### config.mk
export PLATFORM = sky130hd
export DESIGN_NAME = battery_fuel_gauge_filter
export DESIGN_NICKNAME = d
export VERILOG_FILES = /design/src/design/bfg_pkg.sv /design/src/design/battery_fuel_gauge_filter.sv /design/src/design/bfg_front.sv /design/src/design/bfg_fifo.sv /design/src/design/bfg_back.sv
export VERILOG_INCLUDE_DIRS = /design/src /design/src/design
export SDC_FILE = /design/constraint.sdc
export NUM_CORES = 2
export LEC_CHECK = 0
export BUFFER_PORTS_ARGS = -buffer_cell sky130_fd_sc_hd__buf_4
export CORE_ASPECT_RATIO = 1.1
export CORE_MARGIN = 1.5
export CORE_UTILIZATION = 50
export DETAILED_ROUTE_END_ITERATION = 12
export PLACE_DENSITY_LB_ADDON = 0.08
export SLEW_MARGIN = 5
export SYNTH_ARGS = -nofsm -noshare
export SYNTH_HDL_FRONTEND = slang
export SYNTH_SLANG_ARGS = --single-unit
### constraint.sdc
create_clock -name clk_i -period 12.2 [get_ports clk_i]
set_clock_uncertainty 0.15 [all_clocks]
set_input_delay 1.83 -clock clk_i [delete_from_list [all_inputs] [get_ports clk_i]]
set_output_delay 1.83 -clock clk_i [all_outputs]
set_load 0.02 [all_outputs]
### src/design/battery_fuel_gauge_filter_defines.svh
// Assertion helpers shared by the fuel gauge modules.
`ifndef BATTERY_FUEL_GAUGE_FILTER_DEFINES_SVH
`define BATTERY_FUEL_GAUGE_FILTER_DEFINES_SVH

// Checked on every rising edge of clk_i, ignored while reset is asserted.
`define BFG_ASSERT(lbl, prop, msg) \
  lbl: assert property (@(posedge clk_i) disable iff (!rst_ni) prop) else $error(msg);

// Checked on every rising edge of clk_i, reset included.
`define BFG_ASSERT_ALWAYS(lbl, prop, msg) \
  lbl: assert property (@(posedge clk_i) prop) else $error(msg);

`endif

### src/design/bfg_pkg.sv
package bfg_pkg;

  localparam int SAMPLE_W   = 12;
  localparam int SUM_W      = 18;
  localparam int MV_W       = 14;
  localparam int GAIN_W     = 16;
  localparam int VF_W       = 22;
  localparam int PF_W       = 15;
  localparam int PCT_W      = 7;
  localparam int ALPHA_W    = 8;
  localparam int SETTLE_W   = 8;
  localparam int CFG_IDX_W  = 3;
  localparam int CFG_DATA_W = 16;
  localparam int CURVE_N    = 19;
  localparam int SEG_W      = 5;
  localparam int MVD_W      = 7;
  localparam int DP_W       = 4;
  localparam int RECIP_W    = 15;
  localparam int RECIP_SH   = 20;

  localparam logic [CFG_IDX_W-1:0] CFG_GAIN       = 3'd0;
  localparam logic [CFG_IDX_W-1:0] CFG_CHARGE_ON  = 3'd1;
  localparam logic [CFG_IDX_W-1:0] CFG_CHARGE_OFF = 3'd2;
  localparam logic [CFG_IDX_W-1:0] CFG_SETTLE     = 3'd3;
  localparam logic [CFG_IDX_W-1:0] CFG_FULL       = 3'd4;
  localparam logic [CFG_IDX_W-1:0] CFG_EMPTY      = 3'd5;

  localparam logic [ALPHA_W-1:0] AV_CHARGE = 8'd64;
  localparam logic [ALPHA_W-1:0] AV_DISCH  = 8'd31;
  localparam logic [ALPHA_W-1:0] AV_SETTLE = 8'd13;
  localparam logic [ALPHA_W-1:0] AP_CHARGE = 8'd51;
  localparam logic [ALPHA_W-1:0] AP_DISCH  = 8'd38;
  localparam logic [ALPHA_W-1:0] AP_SETTLE = 8'd15;

  localparam logic [PCT_W-1:0] PCT_MAX = 7'd100;
  localparam logic [MV_W-1:0]  MV_MAX  = 14'd16383;

  localparam logic [MV_W-1:0] CURVE_MV [CURVE_N] = '{
    14'd4050, 14'd4000, 14'd3950, 14'd3900, 14'd3850, 14'd3800, 14'd3750,
    14'd3700, 14'd3650, 14'd3600, 14'd3550, 14'd3500, 14'd3450, 14'd3400,
    14'd3350, 14'd3300, 14'd3200, 14'd3100, 14'd3000};
  localparam logic [PCT_W-1:0] CURVE_PCT [CURVE_N] = '{
    7'd100, 7'd98, 7'd95, 7'd90, 7'd82, 7'd70, 7'd62, 7'd54, 7'd45, 7'd35,
    7'd27, 7'd20, 7'd14, 7'd10, 7'd7, 7'd5, 7'd2, 7'd1, 7'd0};

  typedef enum logic [3:0] {
    ST_IDLE, ST_DIV, ST_FIX, ST_GAIN, ST_MODE, ST_VMUL, ST_VEMA,
    ST_CURVE, ST_CMUL, ST_CDIV, ST_PMUL, ST_PEMA, ST_SLEW, ST_OUT
  } bfg_state_e;

  typedef struct packed {
    logic [SUM_W-1:0]    sum;
    logic [SAMPLE_W-1:0] sm0;
    logic [SAMPLE_W-1:0] sm1;
    logic [SAMPLE_W-1:0] lg0;
    logic [SAMPLE_W-1:0] lg1;
  } bfg_entry_t;

  typedef struct packed {
    logic [GAIN_W-1:0]   gain;
    logic [MV_W-1:0]     on_mv;
    logic [MV_W-1:0]     off_mv;
    logic [SETTLE_W-1:0] settle;
    logic [MV_W-1:0]     full_mv;
    logic [MV_W-1:0]     empty_mv;
  } bfg_cfg_t;

  typedef struct packed {
    logic full;
    logic empty;
  } bfg_qstat_t;

  // Q20 reciprocal of a curve segment's width in mV, exact for every
  // rounded quotient this curve can produce.
  function automatic logic [RECIP_W-1:0] seg_recip(input logic [MVD_W-1:0] mvd);
    logic [RECIP_W-1:0] r;
    case (mvd)
      7'd50:   r = 15'd20972;
      7'd100:  r = 15'd10486;
      default: r = '0;
    endcase
    return r;
  endfunction

endpackage

### src/design/battery_fuel_gauge_filter.sv
// Voltage fuel gauge: ADC samples (mV at the pin) enter one item per cycle
// and every SAMPLES_PER_READING samples form a reading; the front stage keeps
// the running sum and the extreme samples and hands the reading to a
// two-entry queue, and a sequencer in the back stage turns it into one result
// (trimmed mean, gain, charge detection, voltage filter, curve lookup, percent
// filter with slew limit). Samples are stalled only while the queue holds two
// finished readings. Configuration writes take effect at once and are meant
// for idle periods.
module battery_fuel_gauge_filter #(
  parameter int SAMPLES_PER_READING = 16,
  parameter int TRIM_EACH_SIDE      = 2
) (
  input  logic                            clk_i,
  input  logic                            rst_ni,
  input  logic                            cfg_we_i,
  input  logic [bfg_pkg::CFG_IDX_W-1:0]   cfg_index_i,
  input  logic [bfg_pkg::CFG_DATA_W-1:0]  cfg_wdata_i,
  input  logic                            in_valid_i,
  output logic                            in_stall_o,
  input  logic [bfg_pkg::SAMPLE_W-1:0]    sample_mv_i,
  output logic                            out_valid_o,
  input  logic                            out_stall_i,
  output logic [bfg_pkg::PCT_W-1:0]       charge_percent_o,
  output logic                            charging_o,
  output logic [bfg_pkg::MV_W-1:0]        measured_mv_o
);

  bfg_pkg::bfg_cfg_t   cfg_q;
  bfg_pkg::bfg_entry_t push_entry, head_entry;
  bfg_pkg::bfg_qstat_t qstat;
  logic                push, pop;

  always_ff @(posedge clk_i or negedge rst_ni) begin
    if (!rst_ni) begin
      cfg_q.gain     <= 16'd49152;
      cfg_q.on_mv    <= 14'd4000;
      cfg_q.off_mv   <= 14'd3950;
      cfg_q.settle   <= 8'd36;
      cfg_q.full_mv  <= 14'd4050;
      cfg_q.empty_mv <= 14'd3000;
    end else if (cfg_we_i) begin
      unique case (cfg_index_i)
        bfg_pkg::CFG_GAIN:       cfg_q.gain     <= cfg_wdata_i;
        bfg_pkg::CFG_CHARGE_ON:  cfg_q.on_mv    <= cfg_wdata_i[bfg_pkg::MV_W-1:0];
        bfg_pkg::CFG_CHARGE_OFF: cfg_q.off_mv   <= cfg_wdata_i[bfg_pkg::MV_W-1:0];
        bfg_pkg::CFG_SETTLE:     cfg_q.settle   <= cfg_wdata_i[bfg_pkg::SETTLE_W-1:0];
        bfg_pkg::CFG_FULL:       cfg_q.full_mv  <= cfg_wdata_i[bfg_pkg::MV_W-1:0];
        bfg_pkg::CFG_EMPTY:      cfg_q.empty_mv <= cfg_wdata_i[bfg_pkg::MV_W-1:0];
        default: ;
      endcase
    end
  end

  bfg_front #(
    .SAMPLES_PER_READING(SAMPLES_PER_READING)
  ) u_front (
    .clk_i       (clk_i),
    .rst_ni      (rst_ni),
    .in_valid_i  (in_valid_i),
    .in_stall_o  (in_stall_o),
    .sample_mv_i (sample_mv_i),
    .qstat_i     (qstat),
    .push_o      (push),
    .entry_o     (push_entry)
  );

  bfg_fifo u_fifo (
    .clk_i   (clk_i),
    .rst_ni  (rst_ni),
    .push_i  (push),
    .entry_i (push_entry),
    .pop_i   (pop),
    .entry_o (head_entry),
    .qstat_o (qstat)
  );

  bfg_back #(
    .SAMPLES_PER_READING(SAMPLES_PER_READING),
    .TRIM_EACH_SIDE     (TRIM_EACH_SIDE)
  ) u_back (
    .clk_i            (clk_i),
    .rst_ni           (rst_ni),
    .cfg_i            (cfg_q),
    .entry_i          (head_entry),
    .qstat_i          (qstat),
    .pop_o            (pop),
    .out_valid_o      (out_valid_o),
    .out_stall_i      (out_stall_i),
    .charge_percent_o (charge_percent_o),
    .charging_o       (charging_o),
    .measured_mv_o    (measured_mv_o)
  );

endmodule

### src/design/bfg_front.sv
module bfg_front #(
  parameter int SAMPLES_PER_READING = 16
) (
  input  logic                           clk_i,
  input  logic                           rst_ni,
  input  logic                           in_valid_i,
  output logic                           in_stall_o,
  input  logic [bfg_pkg::SAMPLE_W-1:0]   sample_mv_i,
  input  bfg_pkg::bfg_qstat_t            qstat_i,
  output logic                           push_o,
  output bfg_pkg::bfg_entry_t            entry_o
);

  localparam int IDX_W = $clog2(SAMPLES_PER_READING);
  localparam logic [IDX_W-1:0] LAST_IDX = IDX_W'(SAMPLES_PER_READING - 1);

  logic [IDX_W-1:0]             idx_q;
  logic [bfg_pkg::SUM_W-1:0]    sum_q, sum_d;
  logic [bfg_pkg::SAMPLE_W-1:0] sm0_q, sm1_q, lg0_q, lg1_q;
  logic [bfg_pkg::SAMPLE_W-1:0] sm0_d, sm1_d, lg0_d, lg1_d;
  logic                         accept, last;

  assign in_stall_o = qstat_i.full;
  assign accept     = in_valid_i && !qstat_i.full;
  assign last       = (idx_q == LAST_IDX);

  always_comb begin
    sum_d = sum_q + bfg_pkg::SUM_W'(sample_mv_i);
    sm0_d = sm0_q;
    sm1_d = sm1_q;
    lg0_d = lg0_q;
    lg1_d = lg1_q;
    if (sample_mv_i < sm0_q) begin
      sm1_d = sm0_q;
      sm0_d = sample_mv_i;
    end else if (sample_mv_i < sm1_q) begin
      sm1_d = sample_mv_i;
    end
    if (sample_mv_i > lg0_q) begin
      lg1_d = lg0_q;
      lg0_d = sample_mv_i;
    end else if (sample_mv_i > lg1_q) begin
      lg1_d = sample_mv_i;
    end
  end

  assign push_o  = accept && last;
  assign entry_o = '{sum: sum_d, sm0: sm0_d, sm1: sm1_d, lg0: lg0_d, lg1: lg1_d};

  always_ff @(posedge clk_i or negedge rst_ni) begin
    if (!rst_ni) begin
      idx_q <= '0;
      sum_q <= '0;
      sm0_q <= '1;
      sm1_q <= '1;
      lg0_q <= '0;
      lg1_q <= '0;
    end else if (accept) begin
      if (last) begin
        idx_q <= '0;
        sum_q <= '0;
        sm0_q <= '1;
        sm1_q <= '1;
        lg0_q <= '0;
        lg1_q <= '0;
      end else begin
        idx_q <= idx_q + 1'b1;
        sum_q <= sum_d;
        sm0_q <= sm0_d;
        sm1_q <= sm1_d;
        lg0_q <= lg0_d;
        lg1_q <= lg1_d;
      end
    end
  end

endmodule

### src/design/bfg_fifo.sv
`include "battery_fuel_gauge_filter_defines.svh"

module bfg_fifo (
  input  logic                clk_i,
  input  logic                rst_ni,
  input  logic                push_i,
  input  bfg_pkg::bfg_entry_t entry_i,
  input  logic                pop_i,
  output bfg_pkg::bfg_entry_t entry_o,
  output bfg_pkg::bfg_qstat_t qstat_o
);

  bfg_pkg::bfg_entry_t mem_q [2];
  logic                wr_q, rd_q;
  logic [1:0]          count_q;

  assign qstat_o.full  = (count_q == 2'd2);
  assign qstat_o.empty = (count_q == 2'd0);
  assign entry_o       = mem_q[rd_q];

  always_ff @(posedge clk_i) begin
    if (push_i) begin
      mem_q[wr_q] <= entry_i;
    end
  end

  always_ff @(posedge clk_i or negedge rst_ni) begin
    if (!rst_ni) begin
      wr_q    <= 1'b0;
      rd_q    <= 1'b0;
      count_q <= '0;
    end else begin
      if (push_i) begin
        wr_q <= ~wr_q;
      end
      if (pop_i) begin
        rd_q <= ~rd_q;
      end
      case ({push_i, pop_i})
        2'b10:   count_q <= count_q + 1'b1;
        2'b01:   count_q <= count_q - 1'b1;
        default: count_q <= count_q;
      endcase
    end
  end

  `BFG_ASSERT(a_no_overflow, push_i |-> (count_q != 2'd2), "item pushed into a full queue")
  `BFG_ASSERT(a_no_underflow, pop_i |-> (count_q != 2'd0), "item popped from an empty queue")
  `BFG_ASSERT_ALWAYS(a_count_range, !rst_ni || (count_q != 2'd3), "queue count out of range")

endmodule

### src/design/bfg_back.sv
`include "battery_fuel_gauge_filter_defines.svh"

module bfg_back #(
  parameter int SAMPLES_PER_READING = 16,
  parameter int TRIM_EACH_SIDE      = 2
) (
  input  logic                          clk_i,
  input  logic                          rst_ni,
  input  bfg_pkg::bfg_cfg_t             cfg_i,
  input  bfg_pkg::bfg_entry_t           entry_i,
  input  bfg_pkg::bfg_qstat_t           qstat_i,
  output logic                          pop_o,
  output logic                          out_valid_o,
  input  logic                          out_stall_i,
  output logic [bfg_pkg::PCT_W-1:0]     charge_percent_o,
  output logic                          charging_o,
  output logic [bfg_pkg::MV_W-1:0]      measured_mv_o
);

  localparam int SUM_W  = bfg_pkg::SUM_W;
  localparam int USED   = SAMPLES_PER_READING - 2 * TRIM_EACH_SIDE;
  localparam int RECIP  = (2 ** SUM_W) / USED;
  localparam logic [SUM_W:0]   RECIP_V = (SUM_W + 1)'(RECIP);
  localparam logic [SUM_W-1:0] USED_V  = SUM_W'(USED);

  bfg_pkg::bfg_state_e state_q, state_d;

  logic [SUM_W-1:0]                trim_q;
  logic [bfg_pkg::SAMPLE_W-1:0]    avg_q;
  logic [bfg_pkg::MV_W-1:0]        meas_q;
  logic [bfg_pkg::ALPHA_W-1:0]     av_q, ap_q;
  logic [28:0]                     vmul_q;
  logic [bfg_pkg::VF_W-1:0]        volt_q;
  logic                            direct_q;
  logic [bfg_pkg::PCT_W-1:0]       rawd_q, plo_q, raw_q;
  logic [14:0]                     diff_q;
  logic [bfg_pkg::DP_W-1:0]        dp_q;
  logic [bfg_pkg::MVD_W-1:0]       mvd_q;
  logic [18:0]                     num_q;
  logic [20:0]                     pmul_q;
  logic [bfg_pkg::PF_W-1:0]        pct_q;
  logic [bfg_pkg::PCT_W-1:0]       shown_q;
  logic                            charge_q, primed_q, out_valid_q, out_chg_q;
  logic [bfg_pkg::SETTLE_W-1:0]    settle_q;

  logic                            commit;
  logic [SUM_W-1:0]                trim_c, rem_c;
  logic [2*SUM_W:0]                div_c;
  logic [28:0]                     gain_c;
  logic [bfg_pkg::MV_W-1:0]        meas_c;
  logic                            charge_c, settle_c;
  logic [bfg_pkg::SETTLE_W-1:0]    cnt_c;
  logic [31:0]                     vema_c;
  logic [bfg_pkg::VF_W-1:0]        disp_c, vmax_c, vmin_c;
  logic [bfg_pkg::SEG_W-1:0]       seg_c, seg1_c;
  logic [19:0]                     yr_c;
  logic [26:0]                     q_c;
  logic [24:0]                     pema_c;
  logic [15:0]                     base_c;
  logic [bfg_pkg::PF_W-1:0]        slew_c;
  logic [7:0]                      shown_c;

  // Control outputs of the sequencer.
  always_comb begin
    pop_o  = (state_q == bfg_pkg::ST_IDLE) && !qstat_i.empty;
    commit = (state_q == bfg_pkg::ST_OUT) && (!out_valid_q || !out_stall_i);
  end

  always_comb begin
    state_d = state_q;
    unique case (state_q)
      bfg_pkg::ST_IDLE:  if (pop_o) state_d = bfg_pkg::ST_DIV;
      bfg_pkg::ST_DIV:   state_d = bfg_pkg::ST_FIX;
      bfg_pkg::ST_FIX:   state_d = bfg_pkg::ST_GAIN;
      bfg_pkg::ST_GAIN:  state_d = bfg_pkg::ST_MODE;
      bfg_pkg::ST_MODE:  state_d = bfg_pkg::ST_VMUL;
      bfg_pkg::ST_VMUL:  state_d = bfg_pkg::ST_VEMA;
      bfg_pkg::ST_VEMA:  state_d = bfg_pkg::ST_CURVE;
      bfg_pkg::ST_CURVE: state_d = bfg_pkg::ST_CMUL;
      bfg_pkg::ST_CMUL:  state_d = bfg_pkg::ST_CDIV;
      bfg_pkg::ST_CDIV:  state_d = bfg_pkg::ST_PMUL;
      bfg_pkg::ST_PMUL:  state_d = bfg_pkg::ST_PEMA;
      bfg_pkg::ST_PEMA:  state_d = bfg_pkg::ST_SLEW;
      bfg_pkg::ST_SLEW:  state_d = bfg_pkg::ST_OUT;
      bfg_pkg::ST_OUT:   if (commit) state_d = bfg_pkg::ST_IDLE;
      default:           state_d = bfg_pkg::ST_IDLE;
    endcase
  end

  // Trimmed sum of the reading at the head of the queue.
  always_comb begin
    trim_c = entry_i.sum;
    if (TRIM_EACH_SIDE >= 1) begin
      trim_c = trim_c - SUM_W'(entry_i.sm0) - SUM_W'(entry_i.lg0);
    end
    if (TRIM_EACH_SIDE >= 2) begin
      trim_c = trim_c - SUM_W'(entry_i.sm1) - SUM_W'(entry_i.lg1);
    end
  end

  // The reciprocal estimate is at most one below the true quotient.
  assign div_c = trim_q * RECIP_V;
  assign rem_c = trim_q - SUM_W'(avg_q) * USED_V;

  always_comb begin
    gain_c = 29'(avg_q) * 29'(cfg_i.gain) + 29'd8192;
    meas_c = gain_c[28] ? bfg_pkg::MV_MAX : gain_c[27:14];
  end

  always_comb begin
    charge_c = charge_q;
    if (charge_q) begin
      if (meas_q < cfg_i.off_mv) charge_c = 1'b0;
    end else if (meas_q > cfg_i.on_mv) begin
      charge_c = 1'b1;
    end
    cnt_c    = (charge_q && !charge_c) ? cfg_i.settle : settle_q;
    settle_c = !charge_c && (cnt_c != '0);
  end

  assign vema_c = 32'(vmul_q) + 32'(9'(9'd256 - 9'(av_q))) * 32'(volt_q) + 32'd128;

  // Clamp and find the curve segment that holds the voltage.
  always_comb begin
    vmax_c = {cfg_i.full_mv, 8'd0};
    vmin_c = {cfg_i.empty_mv, 8'd0};
    disp_c = (volt_q > vmax_c) ? vmax_c : volt_q;
    disp_c = (disp_c < vmin_c) ? vmin_c : disp_c;
    seg_c  = bfg_pkg::SEG_W'(bfg_pkg::CURVE_N - 2);
    for (int i = bfg_pkg::CURVE_N - 2; i >= 0; i--) begin
      if (disp_c >= {bfg_pkg::CURVE_MV[i+1], 8'd0}) seg_c = bfg_pkg::SEG_W'(i);
    end
    seg1_c = seg_c + 1'b1;
  end

  always_comb begin
    yr_c = 20'(num_q) + 20'({mvd_q, 7'd0});
    q_c  = 27'(yr_c[19:8]) * 27'(bfg_pkg::seg_recip(mvd_q));
  end

  assign pema_c = 25'(pmul_q) + 25'(9'(9'd256 - 9'(ap_q))) * 25'(pct_q) + 25'd128;

  always_comb begin
    base_c = {1'b0, shown_q, 8'd0};
    slew_c = pct_q;
    if (charge_q) begin
      if (16'(pct_q) + 16'd13 < base_c) slew_c = bfg_pkg::PF_W'(base_c - 16'd13);
    end else if (16'(pct_q) > base_c + 16'd256) begin
      slew_c = bfg_pkg::PF_W'(base_c + 16'd256);
    end
  end

  always_comb begin
    shown_c = 8'((16'(pct_q) + 16'd128) >> 8);
    if (shown_c > 8'(bfg_pkg::PCT_MAX)) shown_c = 8'(bfg_pkg::PCT_MAX);
  end

  always_ff @(posedge clk_i or negedge rst_ni) begin
    if (!rst_ni) begin
      state_q     <= bfg_pkg::ST_IDLE;
      charge_q    <= 1'b0;
      settle_q    <= '0;
      primed_q    <= 1'b0;
      shown_q     <= '0;
      out_valid_q <= 1'b0;
      out_chg_q   <= 1'b0;
    end else begin
      state_q <= state_d;
      if (state_q == bfg_pkg::ST_MODE) begin
        charge_q <= charge_c;
        settle_q <= settle_c ? cnt_c - 1'b1 : cnt_c;
      end
      if (commit) begin
        shown_q     <= shown_c[bfg_pkg::PCT_W-1:0];
        primed_q    <= 1'b1;
        out_valid_q <= 1'b1;
        out_chg_q   <= charge_q;
      end else if (out_valid_q && !out_stall_i) begin
        out_valid_q <= 1'b0;
      end
    end
  end

  always_ff @(posedge clk_i) begin
    case (state_q)
      bfg_pkg::ST_IDLE: trim_q <= trim_c;
      bfg_pkg::ST_DIV:  avg_q <= div_c[SUM_W +: bfg_pkg::SAMPLE_W];
      bfg_pkg::ST_FIX:  if (rem_c >= USED_V) avg_q <= avg_q + 1'b1;
      bfg_pkg::ST_GAIN: meas_q <= meas_c;
      bfg_pkg::ST_MODE: begin
        if (charge_c) begin
          av_q <= bfg_pkg::AV_CHARGE;
          ap_q <= bfg_pkg::AP_CHARGE;
        end else if (settle_c) begin
          av_q <= bfg_pkg::AV_SETTLE;
          ap_q <= bfg_pkg::AP_SETTLE;
        end else begin
          av_q <= bfg_pkg::AV_DISCH;
          ap_q <= bfg_pkg::AP_DISCH;
        end
      end
      bfg_pkg::ST_VMUL: vmul_q <= 29'(av_q) * 29'({meas_q, 8'd0});
      bfg_pkg::ST_VEMA: volt_q <= primed_q ? vema_c[8 +: bfg_pkg::VF_W] : {meas_q, 8'd0};
      bfg_pkg::ST_CURVE: begin
        direct_q <= 1'b0;
        rawd_q   <= '0;
        if (disp_c >= {bfg_pkg::CURVE_MV[0], 8'd0}) begin
          direct_q <= 1'b1;
          rawd_q   <= bfg_pkg::PCT_MAX;
        end else if (disp_c <= {bfg_pkg::CURVE_MV[bfg_pkg::CURVE_N-1], 8'd0}) begin
          direct_q <= 1'b1;
        end
        diff_q <= 15'(disp_c - {bfg_pkg::CURVE_MV[seg1_c], 8'd0});
        dp_q   <= bfg_pkg::DP_W'(bfg_pkg::CURVE_PCT[seg_c] - bfg_pkg::CURVE_PCT[seg1_c]);
        mvd_q  <= bfg_pkg::MVD_W'(bfg_pkg::CURVE_MV[seg_c] - bfg_pkg::CURVE_MV[seg1_c]);
        plo_q  <= bfg_pkg::CURVE_PCT[seg1_c];
      end
      bfg_pkg::ST_CMUL: num_q <= 19'(diff_q) * 19'(dp_q);
      bfg_pkg::ST_CDIV: raw_q <= direct_q ? rawd_q
                                          : plo_q + q_c[bfg_pkg::RECIP_SH +: bfg_pkg::PCT_W];
      bfg_pkg::ST_PMUL: pmul_q <= 21'(ap_q) * 21'({raw_q, 8'd0});
      bfg_pkg::ST_PEMA: pct_q <= primed_q ? pema_c[8 +: bfg_pkg::PF_W] : {raw_q, 8'd0};
      bfg_pkg::ST_SLEW: if (primed_q) pct_q <= slew_c;
      bfg_pkg::ST_OUT:  if (commit) measured_mv_o <= meas_q;
      default: ;
    endcase
  end

  // The charging flag is held with the result so a stalled item stays stable
  // while the next reading is already being worked on.
  assign out_valid_o      = out_valid_q;
  assign charge_percent_o = shown_q;
  assign charging_o       = out_chg_q;

  `BFG_ASSERT(a_pct_max, out_valid_q |-> (shown_q <= bfg_pkg::PCT_MAX), "percent above 100")
  `BFG_ASSERT(a_primed, out_valid_q |-> primed_q, "result shown before filters were loaded")
  `BFG_ASSERT(a_out_wait, ((state_q == bfg_pkg::ST_OUT) && out_valid_q && out_stall_i) |=> (state_q == bfg_pkg::ST_OUT), "new result overwrote a stalled one")

endmodule

Word-level counts from Yosys, hierarchy flattened
Memories as Yosys holds them, arrays and structs flattened.
Cells that the tools add are included.
- output and inout bits: 24
- ROM bits: 1344
- input bits: 36
- memories kept: 5
- memory bits (writable): 132
- register bits after elaboration: 389
- bitwise logic cells: 4
- multipliers: 9
- muxes and demuxes: 68
- add/sub/neg operators: 28
- magnitude comparators: 33
- equality and inequality tests: 30
- reduce and logical (&&, ||, !) cells: 31
- memory list (memory ; depth ; bits a word ; rd ports ; clocked after memory_dff ; write ports ; line ; source):
    (name not given) ; 32 ; 14 ; 1 ; 0 ; 0 ; bfg_back.sv:215 ; mvd_q <= bfg_pkg::MVD_W'(bfg_pkg::CURVE_MV[seg_c] - bfg_pkg::CURVE_MV[seg1_c]);
    (name not given) ; 32 ; 14 ; 1 ; 0 ; 0 ; bfg_back.sv:213 ; diff_q <= 15'(disp_c - {bfg_pkg::CURVE_MV[seg1_c], 8'd0});
    (name not given) ; 32 ; 7 ; 1 ; 0 ; 0 ; bfg_back.sv:214 ; dp_q <= bfg_pkg::DP_W'(bfg_pkg::CURVE_PCT[seg_c] - bfg_pkg::CURVE_PCT[seg1_c]);
    (name not given) ; 32 ; 7 ; 1 ; 0 ; 0 ; bfg_back.sv:214 ;
    u_fifo.mem_q ; 2 ; 66 ; 1 ; 0 ; 1 ; bfg_fifo.sv:13 ; bfg_pkg::bfg_entry_t mem_q [2];
- operator list (cell ; number):
    $ge A22 B20 Y1 const B ; 18
    $mux W12 ; 11
    $mux W5 ; 17
    $mux W15 ; 5
    $sub A18 B12 Y18 ; 4
    $mux W22 ; 3
    $mux W7 ; 9
    $pmux W15 S2 ; 2
    $pmux W4 S14 ; 1
    $add A29 B30 Y30 ; 1
    $add A30 B8 Y30 const B ; 1
    $mul A18 B15 Y30 const B ; 1
    $mul A9 B22 Y30 ; 1
    $add A28 B14 Y29 const B ; 1
    $eq A4 B4 Y1 const B ; 7
    $mul A12 B16 Y28 ; 1
    $mul A12 B15 Y27 ; 1
    $gt A12 B12 Y1 ; 2
    $lt A12 B12 Y1 ; 2
    $pmux W12 S2 ; 1
    $add A21 B23 Y23 ; 1
    $add A23 B8 Y23 const B ; 1
    $mul A9 B15 Y23 ; 1
    $gt A22 B22 Y1 ; 1
    other kinds (63) ; 110

Logic depth before layout (Yosys ltp)
- word-level depth: 28
- depth in mapped cells: 45
- depth with buffers taken out: 43

Hierarchy
From an unflattened synthesis, not the netlist that was laid out.
- cell total of the unflattened synthesis: 5895
- area, all modules: 58726.3 sq um
- by module, submodules not included (module ; instances ; cells an instance ; area an instance (sq um)):
    bfg_back ; 1 ; 4797 ; 44595.3
    bfg_front ; 1 ; 703 ; 5968.2
    bfg_fifo ; 1 ; 221 ; 5059.9
    battery_fuel_gauge_filter ; 1 ; 174 ; 3103.0

Least setup slack after synthesis
OpenSTA, ideal clock, no wires.
- kind: register to register
- start point: register cfg_q[23] in the netlist's numbering
- end point: register u_back.diff_q[14] (data pin)
- setup time: 0.258 ns
- path buffers: 7
- cell stages (with the launch flop): 40
- path slack: 3.329 ns
- arrival: 8.463 ns
- cell sequence: dfstp_2 -> inv_1 -> ha_1 -> and3_1 -> nand4_1 -> a31o_1 -> a31oi_2 -> buf_6 -> buf_6 -> buf_6 -> buf_4 -> clkbuf_1 -> mux2_2 -> ha_1 -> and4_1 -> and4_1 -> and4bb_2 -> a211oi_2 -> (+4 left out) -> nor3_1 -> or3_1 -> clkbuf_1 -> o31ai_1 -> inv_1 -> ha_1 -> ha_1 -> clkinv_1 -> nor3_1 -> a21oi_1 -> inv_1 -> a211oi_1 -> a221o_1 -> ha_1 -> a21o_1 -> a21oi_1 -> xor2_1 -> xnor2_1
- cells in the longest elaborated chain, start to end: 28
- ends and longest elaborated chain (item ; line ; source):
    start, declared ; battery_fuel_gauge_filter.sv:28 ; bfg_pkg::bfg_cfg_t cfg_q;
    $gt A22 B22 Y1 ; bfg_back.sv:127 ; disp_c = (volt_q > vmax_c) ? vmax_c : volt_q;
    $mux W22 (*) ; bfg_back.sv:127 ;
    $lt A22 B22 Y1 ; bfg_back.sv:128 ; disp_c = (disp_c < vmin_c) ? vmin_c : disp_c;
    $mux W22 (*) ; bfg_back.sv:128 ;
    $ge A22 B20 Y1 ; bfg_back.sv:131 ; if (disp_c >= {bfg_pkg::CURVE_MV[i+1], 8'd0}) seg_c = bfg_pkg::SEG_W'(i);
    $mux W1 ; bfg_back.sv:131 ;
    $mux W5 (16 in series) ; bfg_back.sv:131 ;
    $add A5 B1 Y5 ; bfg_back.sv:133 ; seg1_c = seg_c + 1'b1;
    $not A5 Y6 (not written as such) ; bfg_back.sv:213 ;
    $mem_v2 Z32 W14 ; n/a ;
    $mux W7 (not written as such) (2 in series) ; bfg_back.sv:213 ;
    $sub A15 B15 Y15 (*) ; bfg_back.sv:213 ;
    end signal, assigned ; bfg_back.sv:213 ;
    end, declared ; bfg_back.sv:36 ; logic [14:0] diff_q;
Mark *: on every way between the ends. The rest lies on a longest branch, timed or not. The select of a mux whose other input is x is not followed.
A chain may end at the register's enable or synchronous reset.

Worst setup path after layout
- start point: register u_back.volt_q[20] in the netlist's numbering
- end point: register u_back.diff_q[14] (data pin)
- cells in the longest elaborated chain, start to end: 28
- ends and longest elaborated chain (item ; line ; source):
    start, declared ; bfg_back.sv:33 ; logic [bfg_pkg::VF_W-1:0] volt_q;
    start signal, assigned ; bfg_back.sv:203 ; bfg_pkg::ST_VEMA: volt_q <= primed_q ? vema_c[8 +: bfg_pkg::VF_W] : {meas_q, 8'd0};
    $gt A22 B22 Y1 ; bfg_back.sv:127 ;
    $mux W22 (*) ; bfg_back.sv:127 ;
    $lt A22 B22 Y1 ; bfg_back.sv:128 ;
    $mux W22 (*) ; bfg_back.sv:128 ;
    $ge A22 B20 Y1 ; bfg_back.sv:131 ;
    $mux W1 ; bfg_back.sv:131 ;
    $mux W5 (16 in series) ; bfg_back.sv:131 ;
    $add A5 B1 Y5 ; bfg_back.sv:133 ;
    $not A5 Y6 (not written as such) ; bfg_back.sv:213 ;
    $mem_v2 Z32 W14 ; n/a ;
    $mux W7 (not written as such) (2 in series) ; bfg_back.sv:213 ;
    $sub A15 B15 Y15 (*) ; bfg_back.sv:213 ;
Marks and branches as above.

==> results.sh <==
export IMPL_status="complete, no violations"
export IMPL_arrival_ns=10.99
export IMPL_hold_viol=0
export IMPL_maxSlewHeadroom_pct=22.0
export IMPL_coreArea_um2=114000
export IMPL_tightestPinTransition_ns=1.16
export IMPL_period_share_pct=88.0
export IMPL_syn_nets=7196
export IMPL_worstSetupStartpointType="flop"
export IMPL_holdPathStages=2
export IMPL_route_vias_total=39250
export IMPL_crit_type="flop to flop"
export IMPL_cts_resized=0
export IMPL_worstRegToRegCells=33
export IMPL_final_common_cell="inv_1"
export IMPL_viasPerCell=5.34
export IMPL_crit_fanout=25
export IMPL_clkLatencyLatePin_ns=0.71
export IMPL_cts_tree="built"
export IMPL_wl_mm=142
export IMPL_clock_tree_buffer_depth=3
export IMPL_ys_flop_type="edfxtp_1"
export IMPL_cts_hold_buf=0
export IMPL_synthCells=5778
export IMPL_grt_pass1_vias=41400
export IMPL_hold_class="flop to flop"
export IMPL_crit_family="compound AO/OA/AOI/OAI gates"
export IMPL_min_period_ns=10.74
export IMPL_reg2reg_slack_ns=1.46
export IMPL_grt_pass1_wl_mm=230
export IMPL_endpoint_kind="flop"
export IMPL_area_delta_synth_final_pct=7.52
export IMPL_cp_common_cell="ha_1"
export IMPL_fin_nets=7195
export IMPL_ys_async_sr_fraction_pct=35.7
export IMPL_layout_common_cells="1,059 x inv_1, 702 x fa_1, 680 x ha_1"
export IMPL_synth_warnings=0
export IMPL_post_cts_buffers=0
export IMPL_syn_area_um2=57500
export IMPL_h_tree_depth=2
export IMPL_hold_start="u_front.sum_q[2]$_DFFE_PN0P_"
export IMPL_critPathBufInv=4
export IMPL_grt_ovfl_total=0
export IMPL_drive_gt1_share_pct=7.69
export IMPL_regToRegStartpoint="u_back.volt_q[20]$_DFFE_PP_"
export IMPL_ios=60
export IMPL_grt_start_max_net_pins=76
export IMPL_fin_setup_tns_ns=0
export IMPL_slowest_delay_ns=0.66
export IMPL_ant_nets=0
export IMPL_antenna_found_initial=11
export IMPL_rows=130
export IMPL_clk_pin_slew_ns=0.07
export IMPL_cap_violations=0
export IMPL_setup_viol=0
export IMPL_synth_cell_types=93
export IMPL_layout_cells_non_filler=7350
export IMPL_slew_viol_final=0
export IMPL_die_w_um=326
export IMPL_min_to="u_front.sum_q[2]$_DFFE_PN0P_"
export IMPL_drt_iter0_markers=2148
export IMPL_timing_fmax_mhz=93.1
export IMPL_slowest_stage="a31oi_4"
export IMPL_numCtsBuffers=61
export IMPL_ys_seq_elements=496
export IMPL_wl_per_cell_um=19.3
export IMPL_required_ns=12.45
export IMPL_cts_root_buf="clkbuf_16"
export IMPL_clock_sinks=496
export IMPL_seq_area_frac_synth_pct=24.5
export IMPL_initial_core_util_pct=50.4
export IMPL_dp_hpwl_mm=112
export IMPL_routabilityCongestion=0.888
export IMPL_io_buffers=59
export IMPL_synth_edff_count=319
export IMPL_rsz0062_at_grt="no"
export IMPL_drc=0
export IMPL_syn_avg_cell_area_um2=9.96
export IMPL_die_y_um=359
export IMPL_placed_cells=7232
export IMPL_die_area_um2=117000
export IMPL_grt_usage_pct=25.1
export IMPL_dr_pass1_iters=6
export IMPL_r2r_end="u_back.diff_q[14]$_DFFE_PP_"
cell type report:
cell class                 instances  area, um^2
timing repair buffer             131         990
clock inverter                    44         534
sequential                       496       14100
antenna                            3        7.51
fill                           10447       52300
multi-input combinational       4024       38700
inverter                        1063        3990
tap                             1518        1900
clock buffer                      71        1610
sequential cells by signal (all words and copies together), names as in the netlist, 15 cells and up:
signal,flops
u_back.pct_q,15
u_back.trim_q,18
u_back.vmul_q,21
cfg_q,80
u_front.sum_q,18
u_fifo.mem_q,132
u_back.diff_q,15
u_back.volt_q,22
kinds of logic after synthesis:
kind of cell / after synthesis / synth area share (%)
simple gates: 1430 / 12.0
fa+ha+maj: 1382 / 39.2
buf+inv: 1258 / 8.39
compound gates: 777 / 8.55
flops: 496 / 24.5
mux: 223 / 4.13
xor+xnor: 212 / 3.24
worst register-to-register path, delay by kind of cell, from the launching register on:
family	cells	cell delay [ns]
XOR/XNOR	2	0.27
buffers and inverters	4	1.17
AND/OR/NAND/NOR	8	2.16
flip-flops	1	0.60
AO/OA/AOI/OAI	12	3.26
adder cells (fa/ha/maj)	5	2.02
multiplexers	2	0.81
how the worst max path moves through the flow:
stage | startpoint | to | slack [ns] | cells past startpoint
2_1_floorplan | cfg_q[23]$_DFFE_PN1P_ | u_back.diff_q[14]$_DFFE_PP_ | 3.33 | 39
3_3_place_gp | u_back.volt_q[20]$_DFFE_PP_ | u_back.diff_q[14]$_DFFE_PP_ | 1.75 | 33
3_5_place_dp | u_back.volt_q[20]$_DFFE_PP_ | u_back.diff_q[14]$_DFFE_PP_ | 1.65 | 33
4_1_cts | u_back.volt_q[20]$_DFFE_PP_ | u_back.diff_q[14]$_DFFE_PP_ | 1.57 | 33
5_1_grt | u_back.volt_q[17]$_DFFE_PP_ | u_back.diff_q[14]$_DFFE_PP_ | 0.66 | 33
6_report | u_back.volt_q[20]$_DFFE_PP_ | u_back.diff_q[14]$_DFFE_PP_ | 1.46 | 33
cell usage after synthesis, types with 10 or more instances:
| library cell | number | area share, % |
|---|---|---|
| mux2i_1 | 117 | 2.0 |
| nand4_1 | 34 | 0.37 |
| dfstp_2 | 58 | 2.6 |
| fa_1 | 702 | 24 |
| a211oi_1 | 22 | 0.29 |
| or3_1 | 18 | 0.20 |
| a21boi_0 | 13 | 0.17 |
| edfxtp_1 | 319 | 17 |
| nor4_1 | 17 | 0.18 |
| inv_1 | 1059 | 6.9 |
| nand2b_1 | 78 | 0.85 |
| o31ai_1 | 13 | 0.17 |
| nand2_1 | 577 | 3.8 |
| a31oi_1 | 16 | 0.17 |
| a21o_1 | 92 | 1.2 |
| nor3_1 | 65 | 0.57 |
| o21bai_1 | 38 | 0.50 |
| buf_1 | 10 | 0.065 |
| nor2b_1 | 80 | 0.87 |
| and4_1 | 10 | 0.15 |
| and3_1 | 32 | 0.35 |
| a2bb2oi_1 | 14 | 0.21 |
| nand3_1 | 47 | 0.41 |
| a22o_1 | 16 | 0.24 |
| buf_6 | 10 | 0.20 |
| xnor2_1 | 150 | 2.3 |
| a21oi_1 | 189 | 1.6 |
| nor2_1 | 236 | 1.5 |
| clkbuf_1 | 162 | 1.1 |
| dfrtp_1 | 119 | 5.2 |
| a211o_1 | 10 | 0.15 |
| o21ai_0 | 241 | 2.1 |
| mux2_2 | 102 | 2.0 |
| xor2_1 | 61 | 0.93 |
| and2_1 | 196 | 2.1 |
| o21a_1 | 27 | 0.35 |
| ha_1 | 680 | 15 |
metal layers:
metal  GRT usage, %  routed length [um]  vias up
li1               -                   -    18826
met1           33.9               64400    19600
met2           42.8               68400      636
met3           2.64                4890      182
met4           7.56                4180        6
met5              0                  35        -
metrics by stage:
stage | hold slack, ns | area (um^2) | worst slack (ns) | utilization, %
2_1_floorplan | 0.291 | 57500 | 3.33 | -
3_3_place_gp | 0.318 | 59700 | 1.75 | 52.3
3_5_place_dp | 0.324 | 59700 | 1.65 | 52.3
4_1_cts | 0.338 | 61800 | 1.57 | 54.2
5_1_grt | 0.355 | 61800 | 0.657 | 54.2
6_report | 0.329 | 61800 | 1.46 | 54.2
Power is left out: the tool's default activity adds up to more than one toggle a clock period on the data nets, which glitch-free logic cannot reach.
